[src/rtl/core/aging_state_table_round_robin_defines.svh]
// ----------------------------------------------------------------------------
// Aging state table assertion macros
// Shared concurrent assertion forms, clocked on clk and disabled in reset.
// ----------------------------------------------------------------------------
`ifndef AGING_STATE_TABLE_ROUND_ROBIN_DEFINES_SVH
`define AGING_STATE_TABLE_ROUND_ROBIN_DEFINES_SVH

// The consequent must hold in the same cycle as the antecedent.
`define ASTRR_ASSERT_SAME(lbl, ante, cons, msg) \
  lbl: assert property (@(posedge clk) disable iff (rst) (ante) |-> (cons)) \
    else $error(msg);

// The consequent must hold in the cycle after the antecedent.
`define ASTRR_ASSERT_NEXT(lbl, ante, cons, msg) \
  lbl: assert property (@(posedge clk) disable iff (rst) (ante) |=> (cons)) \
    else $error(msg);

`endif

[src/rtl/core/astrr_pkg.sv]
// ----------------------------------------------------------------------------
// Aging state table package
// Field widths, operation codes, controller states and shared types.
// ----------------------------------------------------------------------------
package astrr_pkg;

  localparam int ID_W   = 8;
  localparam int LT_W   = 16;
  localparam int TICK_W = 32;
  localparam int SLOT_W = 3;
  localparam int ENT_W  = ID_W + LT_W;

  localparam logic [LT_W-1:0] LIFETIME_RESET = 16'd60;
  localparam logic [LT_W-1:0] LIFETIME_BOUND = 16'hFFFF;

  typedef enum logic [1:0] {
    OP_STORE  = 2'd0,
    OP_REMOVE = 2'd1,
    OP_NEXT   = 2'd2,
    OP_TICK   = 2'd3
  } op_t;

  typedef enum logic [4:0] {
    S_IDLE  = 5'b00001,
    S_MOD   = 5'b00010,
    S_SCAN  = 5'b00100,
    S_FIN   = 5'b01000,
    S_PREAD = 5'b10000
  } state_t;

  typedef struct packed {
    logic done;
    logic zero;
  } mod_status_t;

endpackage

[src/rtl/core/astrr_mod.sv]
// ----------------------------------------------------------------------------
// Aging state table tick divider
// Divisibility test of the tick number by a constant: a reciprocal multiply
// gives the quotient, which is multiplied back and compared with the tick
// number. The start pulse moves through stg1, stg2 and done before the status is ready.
// ----------------------------------------------------------------------------
module astrr_mod
  import astrr_pkg::*;
#(
  parameter int DIVISOR = 10
) (
  input  logic              clk,
  input  logic              rst,
  input  logic              start,
  input  logic [TICK_W-1:0] dividend,
  output mod_status_t       status
);

  localparam int SH = $clog2(DIVISOR);
  localparam int MW = TICK_W + 1;
  localparam int PW = TICK_W + MW;
  localparam int QW = MW - SH;
  localparam logic [MW-1:0] MAGIC = MW'(((64'd1 << (TICK_W + SH)) / DIVISOR) + 1);

  logic [TICK_W-1:0] x_q;
  logic [TICK_W-1:0] x_d;
  logic [QW-1:0]     quo;
  logic [PW-1:0]     prod;
  logic [PW-1:0]     back;
  logic              stg1;
  logic              stg2;
  logic              done;
  logic              zero;

  assign prod = PW'(x_q) * PW'(MAGIC);
  assign back = PW'(quo) * PW'(DIVISOR);

  always_ff @(posedge clk) begin
    if (rst) begin
      stg1 <= 1'b0;
      stg2 <= 1'b0;
      done <= 1'b0;
    end else begin
      stg1 <= start;
      stg2 <= stg1;
      done <= stg2;
    end
  end

  always_ff @(posedge clk) begin
    if (start) begin
      x_q <= dividend;
    end
    if (stg1) begin
      x_d <= x_q;
      quo <= prod[PW-1 -: QW];
    end
    if (stg2) begin
      zero <= (back == PW'(x_d));
    end
  end

  assign status.done = done;
  assign status.zero = zero;

endmodule

[src/rtl/core/aging_state_table_round_robin.sv]
// ----------------------------------------------------------------------------
// Aging state table with round-robin pick
// Table of ids, lifetimes and payloads in block memories, walked per command.
// ----------------------------------------------------------------------------
//  Channel   Signals                                      Handshake
//  command   start, op, stone_id, payload_in, tick_number  start && !busy
//  result    done, found, slot, picked_id, payload_out     done, one cycle
//  config    cfg_we, cfg_wdata                             cfg_we
//
// Store and remove return their result after one walk over the table memory,
// one entry per cycle; next, when it finds a live entry, adds a payload read
// after the walk. A tick first runs the reciprocal divisibility test, then
// walks the table only on an interval boundary. Reset is synchronous and
// empties the table at once. The receiver cannot stall; a new command may
// start while done is high.
// ----------------------------------------------------------------------------
`include "aging_state_table_round_robin_defines.svh"

module aging_state_table_round_robin
  import astrr_pkg::*;
#(
  parameter int ENTRIES            = 8,
  parameter int PAYLOAD_WIDTH      = 64,
  parameter int TICKS_PER_INTERVAL = 10
) (
  input  logic                     clk,
  input  logic                     rst,
  input  logic                     start,
  output logic                     busy,
  input  logic [1:0]               op,
  input  logic [ID_W-1:0]          stone_id,
  input  logic [PAYLOAD_WIDTH-1:0] payload_in,
  input  logic [TICK_W-1:0]        tick_number,
  input  logic                     cfg_we,
  input  logic [LT_W-1:0]          cfg_wdata,
  output logic                     done,
  output logic                     found,
  output logic [SLOT_W-1:0]        slot,
  output logic [ID_W-1:0]          picked_id,
  output logic [PAYLOAD_WIDTH-1:0] payload_out
);

  localparam int IW = (ENTRIES > 1) ? $clog2(ENTRIES) : 1;
  localparam int CW = $clog2(ENTRIES + 1);

  logic [ENT_W-1:0]         tab_mem [ENTRIES];
  logic [PAYLOAD_WIDTH-1:0] pay_mem [ENTRIES];
  logic [ENTRIES-1:0]       tab_vld;
  logic [ENT_W-1:0]         tab_rdata;
  logic                     rd_vld;
  logic [PAYLOAD_WIDTH-1:0] pay_rdata;

  state_t                   state;
  op_t                      op_q;
  logic [ID_W-1:0]          id_q;
  logic [PAYLOAD_WIDTH-1:0] payload_q;
  logic [LT_W-1:0]          lifetime_start;
  logic [IW-1:0]            ptr;
  logic [CW-1:0]            rd_cnt;
  logic                     rd_pend;
  logic [IW-1:0]            rd_addr;
  logic                     hit;
  logic [IW-1:0]            hit_idx;
  logic [ID_W-1:0]          hit_id;
  logic [LT_W-1:0]          min_lt;
  logic [IW-1:0]            min_idx;

  logic                     accept;
  logic                     issue;
  logic                     scan_end;
  logic [IW:0]              raddr_sum;
  logic [IW-1:0]            tab_raddr;
  logic [IW-1:0]            base;
  logic [ID_W-1:0]          ent_id;
  logic [LT_W-1:0]          ent_lt;
  logic [IW-1:0]            st_idx;
  logic                     tab_we;
  logic [IW-1:0]            tab_waddr;
  logic [ENT_W-1:0]         tab_wdata;
  logic                     pay_we;
  mod_status_t              mod_st;

  astrr_mod #(
    .DIVISOR(TICKS_PER_INTERVAL)
  ) u_mod (
    .clk     (clk),
    .rst     (rst),
    .start   (accept && (op_t'(op) == OP_TICK)),
    .dividend(tick_number),
    .status  (mod_st)
  );

  assign busy     = (state != S_IDLE);
  assign accept   = start && !busy;
  assign issue    = (state == S_SCAN) && (rd_cnt != CW'(ENTRIES));
  assign scan_end = (state == S_SCAN) && (rd_cnt == CW'(ENTRIES)) && !rd_pend;
  assign base     = (op_q == OP_NEXT) ? ptr : '0;

  always_comb begin
    raddr_sum = (IW+1)'(base) + (IW+1)'(rd_cnt);
    if (raddr_sum >= (IW+1)'(ENTRIES)) begin
      raddr_sum = raddr_sum - (IW+1)'(ENTRIES);
    end
    tab_raddr = raddr_sum[IW-1:0];
  end

  assign ent_id = rd_vld ? tab_rdata[ENT_W-1:LT_W] : '0;
  assign ent_lt = rd_vld ? tab_rdata[LT_W-1:0] : '0;
  assign st_idx = hit ? hit_idx : min_idx;

  always_comb begin
    tab_we    = 1'b0;
    tab_waddr = rd_addr;
    tab_wdata = {ent_id, LT_W'(ent_lt - LT_W'(1))};
    pay_we    = 1'b0;
    if (rd_pend && (op_q == OP_TICK) && (ent_lt != '0)) begin
      tab_we = 1'b1;
    end else if ((state == S_FIN) && (op_q == OP_STORE)) begin
      tab_we    = 1'b1;
      pay_we    = 1'b1;
      tab_waddr = st_idx;
      tab_wdata = {id_q, lifetime_start};
    end else if ((state == S_FIN) && (op_q == OP_REMOVE) && hit) begin
      tab_we    = 1'b1;
      tab_waddr = hit_idx;
      tab_wdata = {id_q, LT_W'(0)};
    end
  end

  always_ff @(posedge clk) begin
    if (tab_we) begin
      tab_mem[tab_waddr] <= tab_wdata;
    end
    tab_rdata <= tab_mem[tab_raddr];
    rd_vld    <= tab_vld[tab_raddr];
  end

  always_ff @(posedge clk) begin
    if (pay_we) begin
      pay_mem[tab_waddr] <= payload_q;
    end
    pay_rdata <= pay_mem[hit_idx];
  end

  always_ff @(posedge clk) begin
    if (rst) begin
      tab_vld <= '0;
    end else if (tab_we) begin
      tab_vld[tab_waddr] <= 1'b1;
    end
  end

  always_ff @(posedge clk) begin
    if (rst) begin
      state          <= S_IDLE;
      lifetime_start <= LIFETIME_RESET;
      ptr            <= '0;
      rd_cnt         <= '0;
      rd_pend        <= 1'b0;
      hit            <= 1'b0;
      done           <= 1'b0;
    end else begin
      done    <= 1'b0;
      rd_pend <= issue;
      if (cfg_we) begin
        lifetime_start <= cfg_wdata;
      end
      if (issue) begin
        rd_cnt <= rd_cnt + CW'(1);
      end
      if (rd_pend && !hit) begin
        if (((op_q == OP_STORE) || (op_q == OP_REMOVE)) && (ent_id == id_q)) begin
          hit <= 1'b1;
        end else if ((op_q == OP_NEXT) && (ent_lt != '0)) begin
          hit <= 1'b1;
        end
      end
      unique case (state)
        S_IDLE: begin
          if (accept) begin
            rd_cnt <= '0;
            hit    <= 1'b0;
            state  <= (op_t'(op) == OP_TICK) ? S_MOD : S_SCAN;
          end
        end
        S_MOD: begin
          if (mod_st.done) begin
            state <= mod_st.zero ? S_SCAN : S_FIN;
          end
        end
        S_SCAN: begin
          if (scan_end) begin
            state <= S_FIN;
          end
        end
        S_FIN: begin
          if ((op_q == OP_NEXT) && hit) begin
            ptr   <= (hit_idx == IW'(ENTRIES - 1)) ? '0 : hit_idx + IW'(1);
            state <= S_PREAD;
          end else begin
            done  <= 1'b1;
            state <= S_IDLE;
          end
        end
        S_PREAD: begin
          done  <= 1'b1;
          state <= S_IDLE;
        end
        default: begin
          state <= S_IDLE;
        end
      endcase
    end
  end

  always_ff @(posedge clk) begin
    rd_addr <= tab_raddr;
    if (accept) begin
      op_q      <= op_t'(op);
      id_q      <= stone_id;
      payload_q <= payload_in;
      min_lt    <= LIFETIME_BOUND;
      min_idx   <= '0;
    end
    if (rd_pend) begin
      if ((op_q == OP_STORE) && (ent_lt < min_lt)) begin
        min_lt  <= ent_lt;
        min_idx <= rd_addr;
      end
      if (!hit) begin
        if (((op_q == OP_STORE) || (op_q == OP_REMOVE)) && (ent_id == id_q)) begin
          hit_idx <= rd_addr;
        end else if ((op_q == OP_NEXT) && (ent_lt != '0)) begin
          hit_idx <= rd_addr;
          hit_id  <= ent_id;
        end
      end
    end
    if (state == S_FIN) begin
      found       <= hit;
      slot        <= (op_q == OP_STORE) ? SLOT_W'(st_idx) : (hit ? SLOT_W'(hit_idx) : '0);
      picked_id   <= ((op_q == OP_NEXT) && hit) ? hit_id : '0;
      payload_out <= '0;
    end
    if (state == S_PREAD) begin
      payload_out <= pay_rdata;
    end
  end

  `ASTRR_ASSERT_SAME(a_done_after_busy, done, $past(busy), "result without a command in flight")
  `ASTRR_ASSERT_NEXT(a_accept_busy, accept, busy, "accepted command did not raise busy")
  `ASTRR_ASSERT_SAME(a_ptr_range, 1'b1, ptr < IW'(ENTRIES - 1) || ptr == IW'(ENTRIES - 1),
                     "scan pointer beyond the table")
  `ASTRR_ASSERT_SAME(a_rd_cnt_range, 1'b1, rd_cnt <= CW'(ENTRIES), "read counter overran")
  `ASTRR_ASSERT_SAME(a_wr_idle, tab_we, busy, "table written while idle")

endmodule

[config.mk]
export PLATFORM = sky130hd
export DESIGN_NAME = aging_state_table_round_robin
export DESIGN_NICKNAME = d
export VERILOG_FILES = /design/src/rtl/core/astrr_pkg.sv /design/src/rtl/core/astrr_mod.sv /design/src/rtl/core/aging_state_table_round_robin.sv
export VERILOG_INCLUDE_DIRS = /design/src /design/src/rtl/core
export SDC_FILE = /design/constraint.sdc
export NUM_CORES = 2
export LEC_CHECK = 0
export ABC_AREA = 0
export BUFFER_PORTS_ARGS = -buffer_cell sky130_fd_sc_hd__buf_4
export CORE_AREA = 5 5 377 379
export CTS_BUF_LIST = sky130_fd_sc_hd__clkbuf_16
export DETAILED_ROUTE_END_ITERATION = 6
export DIE_AREA = 0 0 382 384
export GPL_ROUTABILITY_DRIVEN = 0
export PLACE_DENSITY = 0.68
export SYNTH_ARGS = -nofsm -noshare
export SYNTH_HDL_FRONTEND = slang
export SYNTH_SLANG_ARGS = --single-unit
[constraint.sdc]
create_clock -name clk -period 15.5 [get_ports clk]
set_clock_uncertainty 0.1 [all_clocks]
set_input_delay 3.1 -clock clk [delete_from_list [all_inputs] [get_ports clk]]
set_output_delay 3.1 -clock clk [all_outputs]
set_load 0.01 [all_outputs]
Word-level counts from Yosys, hierarchy flattened
Memories as Yosys holds them, arrays and structs flattened. A register that Yosys moved wholly into a read port is not among the register bits.
Cells that the tools add are included.
{"block": "op_classes", "addsub": 5, "n_mul": 2, "div": 0, "n_lt_le_gt_ge": 5, "eq_ne": 18, "shift": 0, "mux": 54, "bitwise": 3, "reduce_logical": 28}
{"op": "two-way mux 64 bit", "count": 2}
{"op": "two-way mux 24 bit", "count": 3}
{"op": "multiplier 32 x 32 -> 64 bit (second input constant)", "count": 1}
{"op": "two-way mux 16 bit", "count": 4}
{"op": "two-way mux 3 bit", "count": 15}
{"op": "equality test 33 x 32 -> 1 bit", "count": 1}
{"op": "multiplier 29 x 3 -> 32 bit (second input constant)", "count": 1}
{"op": "two-way mux 5 bit", "count": 4}
{"op": "one-hot mux 5 bit (4 select lines)", "count": 1}
{"op": "two-way mux 1 bit", "count": 17}
{"op": "logical AND 1 bit", "count": 16}
{"op": "< comparator 16 bit", "count": 1}
{"op": "two-way mux 4 bit", "count": 4}
{"op": "nonzero test 16 bit", "count": 1}
{"op": "subtractor 16 x 1 -> 16 bit (second input constant)", "count": 1}
{"op": "equality test 8 bit", "count": 1}
{"op": "< comparator 3 x 4 -> 1 bit (second input constant)", "count": 2}
{"op": "two-way mux 8 bit", "count": 1}
{"op": "OR 8 bit", "count": 1}
{"op": "equality test 2 bit (second input constant)", "count": 3}
{"op": "AND reduction 3 bit", "count": 2}
{"op": "equality test 5 x 1 -> 1 bit (second input constant)", "count": 1}
{"op": "equality test 5 x 2 -> 1 bit (second input constant)", "count": 1}
{"op": "equality test 5 x 3 -> 1 bit (second input constant)", "count": 1}
{"op": "25 further kinds", "count": 30}
{"block": "totals", "register_bits": 320, "latchBits": 0, "mem_bits_rw": 704, "mem_bits_ro": 0, "input_bits": 126, "word_cells": 145, "memories": 2}
{"memory": "pay_mem", "words": 8, "word_bits": 64, "rd": 1, "rd_clocked_by_memory_dff": 1, "wr": 1, "line": "aging_state_table_round_robin.sv:47", "text": "logic [PAYLOAD_WIDTH-1:0] pay_mem [ENTRIES];"}
{"memory": "tab_mem", "words": 8, "word_bits": 24, "rd": 1, "rd_clocked_by_memory_dff": 1, "wr": 1, "line": "aging_state_table_round_robin.sv:46", "text": "logic [ENT_W-1:0] tab_mem [ENTRIES];"}

Depth between registers and ports, before layout
{"block": "logic_depth", "word_depth": 11, "depth_mapped": 25, "mapped_depth_nobuf": 25}

By module
From an unflattened synthesis, not the netlist that was laid out.
{"block": "unflattened", "hier_cells": 3875, "hier_area_um2": 59104.2}
{"mod": "aging_state_table_round_robin", "instances": 1, "cells_per_inst": 1840, "area_per_inst_um2": 37477.2, "seq_area_each_um2": 28977.8}
{"mod": "astrr_mod", "instances": 1, "cells_per_inst": 2035, "area_per_inst_um2": 21627.0, "seq_area_each_um2": 2882.8}

Worst setup path after synthesis
Ideal clock, no wire load.
{"block": "synth_timing", "kind": "register -> register", "start": "register u_mod.x_q[8]", "end": "register u_mod.quo[25] (data pin)", "t_arrival_ps": 6682, "t_required_ps": 15140, "slack_ps": 8458, "stages_incl_launch_ff": 23, "path_buffers": 1, "synth_period_minus_slack_ps": 7042, "cell_sequence": "edfxtp_1 ha_1 clkbuf_1 xnor2_1 o21ai_0 fa_1 inv_1 fa_1 fa_1 inv_1 fa_1 fa_1 fa_1 ha_1 nand4_1 or3_1 a31o_1 a21oi_2 nor3_2 a2111oi_4 o221ai_2 nor2b_1 xnor2_1"}
{"block": "synth_between", "elab_chain_len": 1}
{"item": "start: declaration", "line": "astrr_mod.sv:25", "text": "logic [TICK_W-1:0] x_q;"}
{"item": "start signal: assignment", "line": "astrr_mod.sv:52", "text": "x_q <= dividend;"}
{"item": "multiplier 32 x 32 -> 64 bit", "line": "astrr_mod.sv:35", "text": "assign prod = PW'(x_q) * PW'(MAGIC);"}
{"item": "net u_mod.prod[61]", "line": "astrr_mod.sv:28", "text": "logic [PW-1:0] prod;"}
{"item": "end signal: assignment", "line": "astrr_mod.sv:56", "text": "quo <= prod[PW-1 -: QW];"}
{"item": "end: declaration", "line": "astrr_mod.sv:27", "text": "logic [QW-1:0] quo;"}
The timed path passes the listed nets, and every way through them passes these cells.
A chain may end at the register's enable or synchronous reset.

Worst setup path after layout
{"block": "layout_timing", "start": "register u_mod.x_q[20]", "end": "register u_mod.quo[19] (data pin)"}
The elaborated chain is that of the path after synthesis.

==> impl_metrics.prom <==
# TYPE chip_impl_metric gauge
chip_impl_metric{name="post_synth_num_cell_types",unit=""} 84
chip_impl_metric{name="grt_max_degree",unit=""} 132
chip_impl_metric{name="area_overhead_vs_synth",unit="%"} 12.6
chip_impl_info{name="tritoncts",value="built"} 1
chip_impl_metric{name="number_of_antenna_violations_at_the_first_check_in_global_routing",unit=""} 5
chip_impl_metric{name="grt_pass1_wl",unit="mm"} 213
chip_impl_metric{name="synth_largest_type_area_fraction",unit=""} 0.487
chip_impl_info{name="startpoint_type",value="flop"} 1
chip_impl_metric{name="post_route_cells_drive_above_1_share",unit=""} 0.168
chip_impl_metric{name="routed_antenna_nets",unit=""} 0
chip_impl_metric{name="timing.hold.worst_path_depth",unit=""} 0
chip_impl_metric{name="cts_hold_repair.buffers",unit=""} 0
chip_impl_metric{name="cts_resized",unit=""} 0
chip_impl_metric{name="max-slew-margin-rel",unit=""} 0.250
chip_impl_info{name="status",value="complete, no violations"} 1
chip_impl_metric{name="timing.final.max_slew_violations",unit=""} 0
chip_impl_metric{name="postSynth.asyncResetShare",unit=""} 0
chip_impl_metric{name="synth_fp_nets",unit=""} 4863
chip_impl_metric{name="cts_buffer_depth",unit=""} 3
chip_impl_metric{name="detail_route.iter0.violations",unit=""} 2763
chip_impl_metric{name="grt_remaining_overflow",unit=""} 0
chip_impl_info{name="worstSetupEndpointType",value="flop"} 1
chip_impl_metric{name="synth_edf_count",unit=""} 959
chip_impl_metric{name="wire_length_after_detailed_routing",unit="mm"} 142
chip_impl_info{name="r2r-start",value="u_mod.x_q[20]"} 1
chip_impl_metric{name="critical_path_required",unit="ps"} 15870
chip_impl_metric{name="firstDrtPassIters",unit=""} 5
chip_impl_metric{name="vias",unit=""} 32474
chip_impl_info{name="critPathKind",value="flop to flop"} 1
chip_impl_metric{name="vias_in_the_first_global_route",unit=""} 33910
chip_impl_metric{name="finalSetupViolCount",unit=""} 0
chip_impl_metric{name="part_of_the_yosys_area_used_for_sequential_elements",unit=""} 0.539
chip_impl_metric{name="design.die.area",unit="µm²"} 147000
chip_impl_metric{name="path_max_fanout",unit=""} 7
chip_impl_metric{name="synth-seq-cells",unit=""} 1112
chip_impl_metric{name="period_needed",unit="ps"} 8260
chip_impl_info{name="hold_path_startpoint",value="u_mod.stg2"} 1
chip_impl_info{name="synth.top_cells.by_area",value="sky130_fd_sc_hd__edfxtp_1 (49%), sky130_fd_sc_hd__fa_1 (13%), sky130_fd_sc_hd__ha_1 (8.9%), sky130_fd_sc_hd__mux4_2 (6.8%), sky130_fd_sc_hd__dfxtp_1 (5.2%)"} 1
chip_impl_metric{name="route.detailed.drc",unit=""} 0
chip_impl_metric{name="groute.usage.overall",unit=""} 0.193
chip_impl_metric{name="dieHeight",unit="µm"} 384
chip_impl_metric{name="setup_tns_after_final_layout",unit="ps"} 0
chip_impl_metric{name="postLayoutCoreUtil",unit=""} 0.481
chip_impl_metric{name="io-pin-count",unit=""} 204
chip_impl_metric{name="r2r_slack",unit="ps"} 7240
chip_impl_metric{name="ys_warn_count",unit=""} 0
chip_impl_info{name="synth_top_area_cell",value="sky130_fd_sc_hd__edfxtp_1"} 1
chip_impl_metric{name="start_util",unit=""} 0.427
chip_impl_metric{name="finalHoldViolCount",unit=""} 0
chip_impl_metric{name="place.port_buffers",unit=""} 203
chip_impl_metric{name="clock_sinks",unit=""} 1112
chip_impl_metric{name="timing.max_cap.violations",unit=""} 0
chip_impl_metric{name="fp.coreArea",unit="µm²"} 139000
chip_impl_metric{name="post_synth.cell_area_avg",unit="µm²"} 15.1
chip_impl_metric{name="rr_worst_depth",unit=""} 22
chip_impl_metric{name="row_count",unit=""} 137
chip_impl_info{name="hold_path_end",value="u_mod.zero"} 1
chip_impl_metric{name="clkTransAtPathRegs",unit="ps"} 60
chip_impl_metric{name="finalNetCount",unit=""} 5112
chip_impl_metric{name="post_cts_buffers",unit=""} 0
chip_impl_metric{name="worstMarginPinSlew",unit="ps"} 1120
chip_impl_info{name="synth_flop_cell",value="sky130_fd_sc_hd__edfxtp_1"} 1
chip_impl_metric{name="netlist_area",unit="µm²"} 59200
chip_impl_metric{name="post_drt_via_cell_ratio",unit=""} 5.34
chip_impl_metric{name="place_hpwl",unit="mm"} 99.8
chip_impl_metric{name="post-route-period-util",unit=""} 0.533
chip_impl_metric{name="worst_skew_pair.late_latency",unit="ps"} 720
chip_impl_info{name="cts-root-buf",value="sky130_fd_sc_hd__clkbuf_16"} 1
chip_impl_metric{name="fp.dieW",unit="µm"} 382
chip_impl_metric{name="fmax",unit="MHz"} 121
chip_impl_metric{name="cp.arrival",unit="ps"} 8630
chip_impl_info{name="capturing_point_of_the_worst_reg2reg_path",value="u_mod.quo[19]"} 1
chip_impl_info{name="setup_repair_after_global_routing_missed_its_margin",value="no"} 1
chip_impl_metric{name="numCtsBuffers",unit=""} 112
chip_impl_metric{name="routedWlPerCell",unit="µm"} 23.3
chip_impl_metric{name="postSynthCellCount",unit=""} 3928
chip_impl_info{name="worst_hold_path_type",value="flop to flop"} 1
chip_impl_metric{name="htree_num_levels",unit=""} 3
==> how the worst max path moves through the flow <==
stage | from | to | slack (ps) | cells after the start
finish | u_mod.x_q[20] | u_mod.quo[19] | 7240 | 22
global route | u_mod.x_q[20] | u_mod.quo[19] | 6950 | 22
CTS | u_mod.x_q[20] | u_mod.quo[19] | 7310 | 22
floorplan | u_mod.x_q[8] | u_mod.quo[25] | 8460 | 22
detailed placement | u_mod.x_q[20] | u_mod.quo[19] | 7370 | 22
global placement | u_mod.x_q[20] | u_mod.quo[19] | 7380 | 22
==> synthesized netlist by cell type, types with 11 or more instances <==
master,count
sky130_fd_sc_hd__o21a_1,11
sky130_fd_sc_hd__mux2i_1,39
sky130_fd_sc_hd__xor2_1,61
sky130_fd_sc_hd__mux2_2,92
sky130_fd_sc_hd__a211oi_1,19
sky130_fd_sc_hd__nand4_1,21
sky130_fd_sc_hd__nand3_1,29
sky130_fd_sc_hd__fa_1,388
sky130_fd_sc_hd__buf_1,20
sky130_fd_sc_hd__and2_1,80
sky130_fd_sc_hd__and3_1,20
sky130_fd_sc_hd__mux4_2,178
sky130_fd_sc_hd__xnor2_1,77
sky130_fd_sc_hd__nor2_1,112
sky130_fd_sc_hd__a21o_1,56
sky130_fd_sc_hd__nand2_1,126
sky130_fd_sc_hd__ha_1,421
sky130_fd_sc_hd__dfxtp_1,153
sky130_fd_sc_hd__o21ai_0,68
sky130_fd_sc_hd__a21oi_1,95
sky130_fd_sc_hd__inv_1,590
sky130_fd_sc_hd__edfxtp_1,959
sky130_fd_sc_hd__clkbuf_1,74
sky130_fd_sc_hd__nor2b_1,28
sky130_fd_sc_hd__nor3_1,31
==> stage by stage <==
stage                     instances  hold slack (ps)  area (µm²)  worst slack [ps]
after floorplan                3928              325       59200              8460
after CTS                      6081              351       66600              7310
after global placement         5870              341       62900              7380
final                          6083              349       66600              7240
after global routing           6081              359       66600              6950
after detailed placement       5870              344       62900              7370
==> worst max-delay path, cell delays in order (launching register included) <==
cell                       delay [ps]
sky130_fd_sc_hd__edfxtp_1         710
sky130_fd_sc_hd__ha_1             580
sky130_fd_sc_hd__inv_1            210
sky130_fd_sc_hd__fa_1             550
sky130_fd_sc_hd__inv_1             60
sky130_fd_sc_hd__fa_1             580
sky130_fd_sc_hd__inv_1             80
sky130_fd_sc_hd__fa_1             510
sky130_fd_sc_hd__inv_1             50
sky130_fd_sc_hd__fa_1             570
sky130_fd_sc_hd__fa_1             430
sky130_fd_sc_hd__fa_1             460
sky130_fd_sc_hd__fa_1             410
sky130_fd_sc_hd__ha_1             390
sky130_fd_sc_hd__a21oi_1          280
sky130_fd_sc_hd__o211ai_1         120
sky130_fd_sc_hd__a211oi_1         220
sky130_fd_sc_hd__o21bai_1         120
sky130_fd_sc_hd__nor3_2           660
sky130_fd_sc_hd__o311ai_0         310
sky130_fd_sc_hd__or2_2            360
sky130_fd_sc_hd__a21oi_1          180
sky130_fd_sc_hd__xnor2_1           80
==> logic make-up after synthesis <==
group / after synthesis / share of synthesized area
adder cells (fa/ha/maj): 809 / 0.220
AND/OR/NAND/NOR: 513 / 0.0443
XOR/XNOR: 138 / 0.0204
AO/OA/AOI/OAI: 355 / 0.0402
buffers and inverters: 692 / 0.0442
multiplexers: 309 / 0.0919
flip-flops: 1112 / 0.539
==> layout make-up <==
| class | count | area [µm²] |
|---|---|---|
| fill | 11814 | 71900 |
| sequential | 1112 | 31900 |
| multi-input combinational | 2124 | 24800 |
| clock buffer | 112 | 2800 |
| tap | 1807 | 2260 |
| inverter | 590 | 2210 |
| timing repair buffer | 237 | 1790 |
| clock inverter | 99 | 852 |
| antenna | 2 | 5.00 |
==> flip-flops by register name, summed over array words and instances, names as in the netlist, 2 cells and up <==
register and flops:
pay_mem 512, tab_mem 192, pay_rdata 64, payload_out 64, payload_q 64, u_mod.x_d 32
u_mod.x_q 32, u_mod.quo 29, tab_rdata 24, lifetime_start 16, min_lt 16, hit_id 8
id_q 8, picked_id 8, tab_vld 8, state 5, rd_cnt 4, hit_idx 3
min_idx 3, ptr 3, rd_addr 3, slot 3, op_q 2
==> cells in the final DEF, fill, tap and decap left out, types with 39 or more instances in the layout <==
cell / Yosys / layout
sky130_fd_sc_hd__dfxtp_1: 153 / 152
sky130_fd_sc_hd__a21oi_1: 95 / 94
sky130_fd_sc_hd__clkbuf_16: 0 / 112
sky130_fd_sc_hd__and2_1: 80 / 79
sky130_fd_sc_hd__a21o_1: 56 / 56
sky130_fd_sc_hd__mux4_2: 178 / 178
sky130_fd_sc_hd__nor2_1: 112 / 95
sky130_fd_sc_hd__o21ai_0: 68 / 68
sky130_fd_sc_hd__mux2_2: 92 / 92
sky130_fd_sc_hd__mux2i_1: 39 / 39
sky130_fd_sc_hd__inv_1: 590 / 613
sky130_fd_sc_hd__xnor2_1: 77 / 76
sky130_fd_sc_hd__fa_1: 388 / 388
sky130_fd_sc_hd__buf_4: 0 / 236
sky130_fd_sc_hd__xor2_1: 61 / 61
sky130_fd_sc_hd__edfxtp_1: 959 / 959
sky130_fd_sc_hd__nand2_1: 126 / 126
sky130_fd_sc_hd__ha_1: 421 / 420
==> per-layer routing <==
| metal | part of all wire | vias to the layer above | GRT usage |
|---|---|---|---|
| li1 | - | 14534 | - |
| met4 | 0.031 | 0 | 0.0564 |
| met3 | 0.063 | 212 | 0.0327 |
| met2 | 0.48 | 1021 | 0.319 |
| met5 | 0 | - | 0 |
| met1 | 0.42 | 16707 | 0.265 |
Power is not shown: default switching activity piles up to over one toggle a cycle in this logic, so the estimate is an artifact.
